<file path="config.mk">
export PLATFORM = sky130hd
export DESIGN_NAME = skt_cell
export DESIGN_NICKNAME = d
export VERILOG_FILES = /design/src/sv/skt_pkg.sv /design/src/sv/skt_cell.sv
export SDC_FILE = /design/constraint.sdc
export NUM_CORES = 1
export LEC_CHECK = 0
export BUFFER_PORTS_ARGS = -buffer_cell sky130_fd_sc_hd__buf_2
export CORE_AREA = 2 2 138 140
export CTS_CLUSTER_DIAMETER = 50
export DETAILED_ROUTE_END_ITERATION = 6
export DIE_AREA = 0 0 140 142
export PLACE_DENSITY = 0.59
export SLEW_MARGIN = 10
export SYNTH_ARGS = -nofsm -noshare
export SYNTH_HDL_FRONTEND = slang
export SYNTH_SLANG_ARGS = --single-unit
</file>
<file path="constraint.sdc">
create_clock -name clk_i -period 12.85 [get_ports clk_i]
set_input_delay 0.6425 -clock clk_i [delete_from_list [all_inputs] [get_ports clk_i]]
set_output_delay 0.6425 -clock clk_i [all_outputs]
set_load 0.01 [all_outputs]
</file>
<file path="src/sv/skt_pkg.sv">
// Shared constants, types and the key order function for the sorted key table.
`default_nettype none

package skt_pkg;

  // Table geometry and payload widths.
  localparam int unsigned CAPACITY = 64;
  localparam int unsigned KEY_W    = 32;
  localparam int unsigned DATA_W   = 32;

  // Index width addresses one cell; count width also holds the full count.
  localparam int unsigned IDX_W = $clog2(CAPACITY);
  localparam int unsigned CNT_W = $clog2(CAPACITY + 1);

  // Readout tree: cells are ORed in groups, then the groups are ORed.
  localparam int unsigned GRP_SIZE = 8;
  localparam int unsigned NUM_GRP  = (CAPACITY + GRP_SIZE - 1) / GRP_SIZE;

  // Sign bit of a key, flipped to turn a signed order into an unsigned one.
  localparam logic [KEY_W-1:0] KEY_TOP = KEY_W'(1) << (KEY_W - 1);

  // Operation codes of a request.
  typedef enum logic [1:0] {
    MODE_INSERT = 2'd0,
    MODE_REMOVE = 2'd1,
    MODE_LOOKUP = 2'd2,
    MODE_READ   = 2'd3
  } mode_e;

  // Status codes of a result.
  typedef enum logic [2:0] {
    ST_OK        = 3'd0,
    ST_PRESENT   = 3'd1,
    ST_NOT_FOUND = 3'd2,
    ST_FULL      = 3'd3,
    ST_RANGE     = 3'd4
  } status_e;

  // What the row of cells does in a cycle.
  typedef enum logic [1:0] {
    CELL_HOLD    = 2'd0,
    CELL_COMPARE = 2'd1,
    CELL_INSERT  = 2'd2,
    CELL_REMOVE  = 2'd3
  } cell_op_e;

  // Command broadcast from the controller to every cell.
  typedef struct packed {
    cell_op_e          op;
    logic              signed_order;
    logic [KEY_W-1:0]  key;
    logic [DATA_W-1:0] datum;
    logic [CNT_W-1:0]  pos;
    logic [CNT_W-1:0]  count;
    logic [IDX_W-1:0]  rd_pos;
  } cell_cmd_t;

  // True when key a orders below key b.
  function automatic logic key_less(input logic [KEY_W-1:0] a,
                                    input logic [KEY_W-1:0] b,
                                    input logic sgn);
    logic [KEY_W-1:0] ax;
    logic [KEY_W-1:0] bx;
    ax = sgn ? (a ^ KEY_TOP) : a;
    bx = sgn ? (b ^ KEY_TOP) : b;
    return ax < bx;
  endfunction

endpackage

`default_nettype wire

</file>
<file path="src/sv/skt_cell.sv">
// One table cell: holds a key and datum pair, shifts with its neighbors, compares and reads out.
`default_nettype none

module skt_cell (
  input  logic                      clk_i,
  input  skt_pkg::cell_cmd_t        cmd_i,
  input  logic [skt_pkg::IDX_W-1:0] cell_idx_i,
  input  logic [skt_pkg::KEY_W-1:0]  lo_key_i,
  input  logic [skt_pkg::DATA_W-1:0] lo_datum_i,
  input  logic [skt_pkg::KEY_W-1:0]  hi_key_i,
  input  logic [skt_pkg::DATA_W-1:0] hi_datum_i,
  output logic [skt_pkg::KEY_W-1:0]  key_o,
  output logic [skt_pkg::DATA_W-1:0] datum_o,
  output logic                      lt_o,
  output logic                      eq_o,
  output logic [skt_pkg::KEY_W-1:0]  rd_key_o,
  output logic [skt_pkg::DATA_W-1:0] rd_datum_o
);
  import skt_pkg::*;

  logic [KEY_W-1:0]  key_q;
  logic [DATA_W-1:0] datum_q;
  logic              lt_q;
  logic              eq_q;
  logic [CNT_W-1:0]  idx_ext;
  logic              at_pos;
  logic              take_lower;
  logic              take_upper;
  logic              rd_sel;

  // Where this cell stands relative to the operation's position.
  assign idx_ext    = CNT_W'(cell_idx_i);
  assign at_pos     = (idx_ext == cmd_i.pos);
  assign take_lower = (idx_ext > cmd_i.pos) && (idx_ext <= cmd_i.count);
  assign take_upper = (idx_ext >= cmd_i.pos) && ((idx_ext + CNT_W'(1)) < cmd_i.count);
  assign rd_sel     = (cell_idx_i == cmd_i.rd_pos);

  // Entry and compare flags; payload only, so no reset.
  always_ff @(posedge clk_i) begin
    case (cmd_i.op)
      CELL_INSERT: begin
        if (at_pos) begin
          key_q   <= cmd_i.key;
          datum_q <= cmd_i.datum;
        end else if (take_lower) begin
          key_q   <= lo_key_i;
          datum_q <= lo_datum_i;
        end
      end
      CELL_REMOVE: begin
        if (take_upper) begin
          key_q   <= hi_key_i;
          datum_q <= hi_datum_i;
        end
      end
      CELL_COMPARE: begin
        lt_q <= key_less(key_q, cmd_i.key, cmd_i.signed_order);
        eq_q <= (key_q == cmd_i.key);
      end
      default: begin
      end
    endcase
  end

  assign key_o      = key_q;
  assign datum_o    = datum_q;
  assign lt_o       = lt_q;
  assign eq_o       = eq_q;

  // Masked readout feeds the OR tree; only the selected cell shows its pair.
  assign rd_key_o   = rd_sel ? key_q : '0;
  assign rd_datum_o = rd_sel ? datum_q : '0;

endmodule

`default_nettype wire

</file>
Word-level counts from Yosys, hierarchy flattened
Cells that the tools add are included. W data, S select, Z words.

Flip-flop bits (word level): 66. Bits of input ports: 222. Word-level logic and storage cells: 36.

Add/subtract/negate cells: 1. Magnitude comparators: 5. Eq/ne operators: 8. Mux-type cells: 12. Bitwise logic cells: 2. Reduce and logical (&&, ||, !) cells: 4.

Operators by type and width (count): $mux W32 (10); $pmux W32 S2 (2); $eq A32 B32 Y1 (1); $lt A32 B32 Y1 (1); $add A6 B1 Y7 const B (1); $eq A6 B7 Y1 (1); $ge A6 B7 Y1 (1); $gt A6 B7 Y1 (1); $le A6 B7 Y1 (1); $lt A7 B7 Y1 (1); $eq A6 B6 Y1 (1); $eq A2 B2 Y1 const B (2); $ne A3 B3 Y1 const B (1); $reduce_and A3 Y1 (1); $eq A2 B1 Y1 const B (1); $logic_and A1 B1 Y1 (2); $ne A2 B2 Y1 const B (1); $not A1 Y1 (2); $reduce_bool A2 Y1 (1).

Logic depth before layout (Yosys ltp)
Gate-level depths: netlist of run 1.

Word-level depth: 5. Mapped depth: 8. Mapped depth without buffers: 8.

Least setup slack after synthesis of run 1
No wires, ideal clock.

Path type: input to register. From: input cell_idx_i[0] (netlist bit). To: register datum_q[0], in the netlist datum_o[0], enable pin. Arrival time: 8291 ps. Required time: 12184 ps. Slack: 3893 ps. Cell stages on the path: 7. Buffers on the path: 0. Cell sequence: ha_1 -> ha_1 -> nor2b_1 -> o211ai_1 -> a31o_2 -> a21oi_1 -> nor4b_1.

Longest elaborated chain between the ends: 5. Elaborated cells on any way between the ends: 11. Those cells by class: add/sub: 1; order compare: 4; eq/ne: 3; reduce/logical: 3.

Ends and longest elaborated chain: start: declaration (RTL line skt_cell.sv:7) `input logic [skt_pkg::IDX_W-1:0] cell_idx_i,`; $add A6 B1 Y7 (RTL line skt_cell.sv:35) `assign take_upper = (idx_ext >= cmd_i.pos) && ((idx_ext + CNT_W'(1)) < cmd_i.count);`; $lt A7 B7 Y1 (RTL line skt_cell.sv:35); $logic_and A1 B1 Y1 (RTL line skt_cell.sv:35); $ne A2 B2 Y1 (no source line); $reduce_and A3 Y1 (no source line) *; end signal: assignment (RTL line skt_cell.sv:44) `datum_q <= cmd_i.datum;`; end signal: assignment (RTL line skt_cell.sv:47) `datum_q <= lo_datum_i;`; end signal: assignment (RTL line skt_cell.sv:53) `datum_q <= hi_datum_i;`; end: declaration (RTL line skt_cell.sv:22) `logic [DATA_W-1:0] datum_q;`.

Mark *: on every way between the ends. The rest lies on a longest branch, timed or not. A chain may end at the register's enable or synchronous reset.

Worst setup path in the final report of run 1
From: input cell_idx_i[0] (netlist bit). To: register datum_q[7], in the netlist datum_o[7], enable pin.

Same word-level chain as after synthesis.

==> run metrics, run 1 <==
fin util=40.0%; hold depth=3; Final Max Tran Viols=0; CORE AREA=18500 um^2; WL/cell=15.0 um; clock buffer depth=2; row count=50; commonest cells after routing, fill and taps aside=buf_2, nand2_1, edfxtp_1, mux2i_1, and2_1; TNS Setup=0 ps; Post-CTS Setup Bufs=0; Min Clock Period, post-route=3820 ps; Syn-to-layout area delta=41.8%; Routed WL=17000 um; die width=140 um; first-pass detailed-route iteration total=7; count of different cell masters after synthesis=38; sequential area share after synthesis=38.0%; combinational share of power=21.8%; reg2reg end=lt_o$_DFFE_PN_; hpwl dp=13600 um; via count=5136; worst vdd ir=0.0000654 V; initial antenna violation count=1; Mapped Cells=550; Worst R2R Start=key_o[10]$_DFFE_PP_; DRC viols=26; max_slew headroom=44.0%; Hold Worst Slack=589 ps; Psw=176 uW; PwrDens=84.8 nW/um^2; global route overflow=0; cts repair resizes=0; critical hold path startpoint=hi_datum_i[11]; chip height=142 um; ys async rst share=0%; IO Count=352; area post-placement=7120 um^2; ranking of synthesized cells by area=edfxtp_1, mux2i_1, ha_1; Fillers=1930; Crit Path Category=in -> reg; Hold Fails Final Rpt=0; Worst Setup End Kind=register; GRT Util Overall=16.3%; Seq cells post-synth=66; clock network power share=35.9%; Hold Path Sink=datum_o[11]$_DFFE_PP_; Mapped Nets=823; prevailing post-synth register cell=edfxtp_1; fmax=262 MHz; required time of the critical path=12800 ps; first-pass GRT wire length=25100 um; Detailed Route Iter0 Violations=240; RSZ-0062 raised after global routing=false; die area=19900 um^2; syn_area_per_cell=9.47 um^2; Total Nets Final=1163; Arr. time, crit path=3770 ps; failing checks=design-rule violations; # hold bufs at CTS=0; clk sink count=66; Final setup viols=0; Leak=0.00356 uW; share of the synthesized area in the top cell type=38.0%; commonest non-fill, non-tap cell in the layout=buf_2; Clock Skews=4.75 ps; Sw Ratio=28.1%; Internal=451 uW; type of origin of the critical path=input port; post-route cell area=7390 um^2; # diodes=0; number of synthesized flops with an enable pin=66; R2R setup slack=10780 ps; port bufs=351; Final ANT Viol Nets=0; Vias/cell=4.55; worst reg2reg path depth=5; CTS tree=built; htree depth=3; Seq pwr share=42.3%; Worst-Margin Slew=840 ps; vias in the first global route=4818; outcome=finished with violations; Max FO, Critical Path=64; GPL Wtd Cong=0.868; Clk Latency, worst-skew pair=330 ps; initial core utilization=28.2%; clk slew on worst S/H paths=60 ps; post-synthesis cell area=5210 um^2; Ys Warns=0; fraction of the cycle the final worst path needs=29.7%; cts bufs inserted=9; number of max-cap violations=0; area leader, netlist=edfxtp_1; Hold Crit Class=in -> reg; CTS Root Cell=clkbuf_16; largest net degree at the start of global routing=85; ratio of cells with drive above 1 in the final layout=42.2%
area by class of cell:
cell class	instances	area [um^2]	share of cell area, %
timing repair buffer	356	1790	24.3
multi-input combinational	410	2870	38.9
clock inverter	7	45.0	0.610
inverter	47	176	2.39
clock buffer	9	225	3.05
tap	234	293	3.96
sequential	66	1980	26.8
state kept, by name, summed over array words and instances, names as in the netlist:
signal and flops:
lt_o 1, datum_o 32, eq_o 1, key_o 32
cells in the mapped netlist, types with 2 or more instances:
master     instances
buf_4              4
xnor2_1            8
o21ai_0           17
o211ai_1           2
buf_6             10
a211oi_1           2
inv_1             47
mux2i_1           64
edfxtp_1          66
o21ai_1           56
a221oi_1           2
and3_1             4
nor2b_1            4
nor2_1             9
buf_1              2
nand4_1            6
nor3_1             2
a2111oi_0          2
clkbuf_1          10
xor2_1             3
and2_1            65
a21oi_1           15
ha_1              51
nand2_1           79
nand3_1            7
power by group through the flow:
stage                     clock network, uW  registers [uW]  logic (uW)
after global placement                    0             270         137
after floorplan                           0             275        63.7
after global routing                    242             267         155
final                                   225             265         137
after detailed placement                  0             270         139
after CTS                               235             266         139
kinds of logic (layout without fill, tap and decap cells):
family                     count (synthesis)  in the layout  synth area share, %
and+or+nand+nor                          184            184                 18.2
AOI/OAI and AO/OA                        100            100                 10.3
xor gates and xnor gates                  11             11                 1.85
muxes                                     64             64                 12.3
adders and majority gates                 51             51                 12.2
DFF                                       66             66                 38.0
buffers and inverters                     74            419                 7.08
layer usage:
metal  track usage, %  wire length (um)  part of all wire (%)
met1             19.3              7020                    41
met2             29.9              8540                    50
met3             2.96              1160                   6.8
met4             5.37               250                   1.5
met5                0                13                 0.077
per-stage QoR:
stage          worst slack [ps]  total power, uW  std cells
6_report                   9030              627       1129
5_1_grt                    8740              664       1129
4_1_cts                    9000              640       1129
3_5_place_dp               8650              409       1113
3_3_place_gp               8680              407       1113
2_1_floorplan              3890              338        550
worst max-delay path, cell delays in order:
cell,delay (ps)
buf_2,150
inv_1,70
ha_1,270
nand4_1,150
nor3_4,130
buf_4,450
buf_4,630
a2111oi_0,190
nor4b_2,290
buf_4,700
worst max-delay path by stage:
stage	startpoint	endpoint	slack, ps	cells past startpoint
3_5_place_dp	cell_idx_i[0]	key_o[20]$_DFFE_PP_	8650	10
2_1_floorplan	cell_idx_i[0]	datum_o[0]$_DFFE_PP_	3890	7
5_1_grt	cell_idx_i[0]	datum_o[0]$_DFFE_PP_	8740	10
4_1_cts	cell_idx_i[0]	datum_o[7]$_DFFE_PP_	9000	10
6_report	cell_idx_i[0]	datum_o[7]$_DFFE_PP_	9030	10
3_3_place_gp	cell_idx_i[0]	datum_o[5]$_DFFE_PP_	8680	10
(Power assumes the default switching activity.)
==> inputs of run 2 (changes only) <==
- CORE_AREA: 2 2 138 140 -> 2 2 137 139
- DIE_AREA: 0 0 140 142 -> 0 0 139 141
- PLACE_DENSITY: 0.59 -> 0.62
- clock period: 12.85 -> 3.3 ns (I/O delays scaled with it)
==> run 2 against run 1 <==
The flow now finishes without violations. Global-route usage increased by 0.40 points. Flip-flop and latch count unchanged. Design area is 1.5% higher. Via count shrank 0.64%. Sequential power rose to 3.9 times the previous value. Critical endpoint is now datum_o[31]$_DFFE_PP_.
==> run metrics, run 2 (synthesis results as in run 1) <==
port bufs=351 (unchanged); initial antenna violation count=0 (was 1); Hold Fails Final Rpt=0 (unchanged); R2R setup slack=1200 ps (was 10780 ps); CTS Root Cell=clkbuf_16 (unchanged); Detailed Route Iter0 Violations=192 (was 240); row count=50 (unchanged); Clock Skews=5.34 ps (was 4.75 ps); clock network power share=39.7% (was 35.9%); clock buffer depth=2 (unchanged); chip height=141 um (was 142 um); clk slew on worst S/H paths=60 ps (about the same); Post-CTS Setup Bufs=0 (unchanged); final std cells w/o fill=1132 (was 1129); # diodes=0 (unchanged); Worst Setup End Kind=register (unchanged); first-pass detailed-route iteration total=4 (was 7); combinational share of power=20.8% (was 21.8%); worst vdd ir=0.000212 V (was 0.0000654 V); vias in the first global route=5001 (was 4818); Fillers=1835 (was 1930); cts bufs inserted=9 (unchanged); commonest cells after routing, fill and taps aside=buf_2, nand2_1, edfxtp_1, mux2i_1, and2_1 (unchanged); hpwl dp=13700 um (was 13600 um); via count=5103 (was 5136); ratio of cells with drive above 1 in the final layout=42.7% (was 42.2%); largest net degree at the start of global routing=79 (was 85); CORE AREA=18300 um^2 (was 18500 um^2); outcome=completed (was finished with violations); Leak=0.00359 uW (was 0.00356 uW); die area=19600 um^2 (was 19900 um^2); commonest non-fill, non-tap cell in the layout=buf_2 (unchanged); Crit path top cell by count=ha_4 (was buf_4); Final Max Tran Viols=0 (unchanged); Seq pwr share=39.5% (was 42.3%); RSZ-0062 raised after global routing=false (unchanged); Routed WL=16900 um (was 17000 um); CP peak stage delay=500 ps (was 700 ps); required time of the critical path=3270 ps (was 12800 ps); delay-heaviest family, CP=buffers and inverters (unchanged); initial core utilization=28.5% (was 28.2%); fmax=460 MHz; FF/Latch Area=1980 um^2 (unchanged); fin util=41.0% (was 40.0%); Min Clock Period, post-route=2170 ps; PwrDens=348 nW/um^2 (was 84.8 nW/um^2); # hold bufs at CTS=0 (unchanged); CTS tree=built (unchanged); IO Count=352 (unchanged); first-pass GRT wire length=25800 um (was 25100 um); CP Cell Sequence=buf_2 > ha_4 > ha_4 > nor2b_1 > o211ai_1 > a31o_2 > a21oi_2 > nor4b_4 > buf_4 (was buf_2 > inv_1 > ha_1 > nand4_1 > nor3_4 > buf_4 > buf_4 > a2111oi_0 > nor4b_2 > buf_4); Total Nets Final=1166 (was 1163); htree depth=3 (unchanged); fraction of the cycle the final worst path needs=65.8%; Hold Worst Slack=104 ps (was 589 ps); multi-input logic area=2910 um^2 (was 2870 um^2); Max FO, Critical Path=39 (was 64); Final ANT Viol Nets=0 (unchanged); Internal=1910 uW (was 451 uW); number of max-cap violations=0 (unchanged); WL/cell=14.9 um (was 15.0 um); Hold Crit Class=in -> reg (unchanged); type of origin of the critical path=input port (unchanged); Vias/cell=4.51 (was 4.55); GRT Util Overall=16.7% (was 16.3%); Final setup viols=0 (unchanged); post-route cell area=7500 um^2 (was 7390 um^2); cts repair resizes=0 (unchanged); DRC viols=0 (was 26); global route overflow=0 (unchanged); Sw Ratio=26.7% (was 28.1%); Arr. time, crit path=2140 ps (was 3770 ps); die width=139 um (was 140 um); Psw=696 uW (was 176 uW); clk sink count=66 (unchanged); Placed Cells=1116 (was 1113); Crit Path Category=in -> reg (unchanged); GPL Wtd Cong=0.844 (was 0.868); slowest stage cell, crit path=buf_4 (unchanged); final worst slack=1130 ps (was 9030 ps); Syn-to-layout area delta=43.9% (was 41.8%); worst slack, placed=789 ps (was 8650 ps); max_slew headroom=46.2% (was 44.0%); Clk Latency, worst-skew pair=330 ps (about the same); worst path bufs/invs=2 (was 5); area post-placement=7180 um^2 (was 7120 um^2); Worst-Margin Slew=807 ps (was 840 ps)
run 2: path summary, 6_finish.rpt:
path,endpoint,from,depth (start not counted)
setup / recovery,datum_o[31]$_DFFE_PP_,cell_idx_i[0],9
hold / removal,datum_o[6]$_DFFE_PP_,hi_datum_i[6],3
setup reg to reg,lt_o$_DFFE_PN_,key_o[10]$_DFFE_PP_,5
hold reg to reg,lt_o$_DFFE_PN_,key_o[23]$_DFFE_PP_,4
run 2: metal layers:
metal / track usage [%] / vias to the layer above / share of wire (%)
met3: 4.18 / 25 / 7.5
li1: - / 2613 / -
met2: 30.0 / 226 / 50
met5: 0 / - / 0
met1: 19.3 / 2239 / 40
met4: 6.22 / 0 / 2.4
run 2: through the flow:
step / power (uW) / TNS, ps
after floorplan: 1320 / -22740
final: 2610 / 0
after global placement: 1590 / 0
after detailed placement: 1600 / 0
after global routing: 2760 / 0
after CTS: 2660 / 0
run 2: area by class of cell:
type                       count  share of cell area [%]
sequential                    66                    26.4
timing repair buffer         359                    24.2
inverter                      47                    2.35
clock buffer                   9                    3.00
clock inverter                 7                    1.23
tap                          234                    3.91
multi-input combinational    410                    38.8
run 2: worst min-delay path, cell delays in order:
cell and delay, ps:
buf_2 70, nand2_1 30, o21ai_0 50
run 2: power groups by stage:
stage | Sequential [uW] | Combinational [uW] | Clock (uW)
detailed placement | 1050 | 549 | 0
global placement | 1050 | 542 | 0
global route | 1040 | 617 | 1100
finish | 1030 | 544 | 1040
CTS | 1030 | 552 | 1070
floorplan | 1060 | 255 | 0
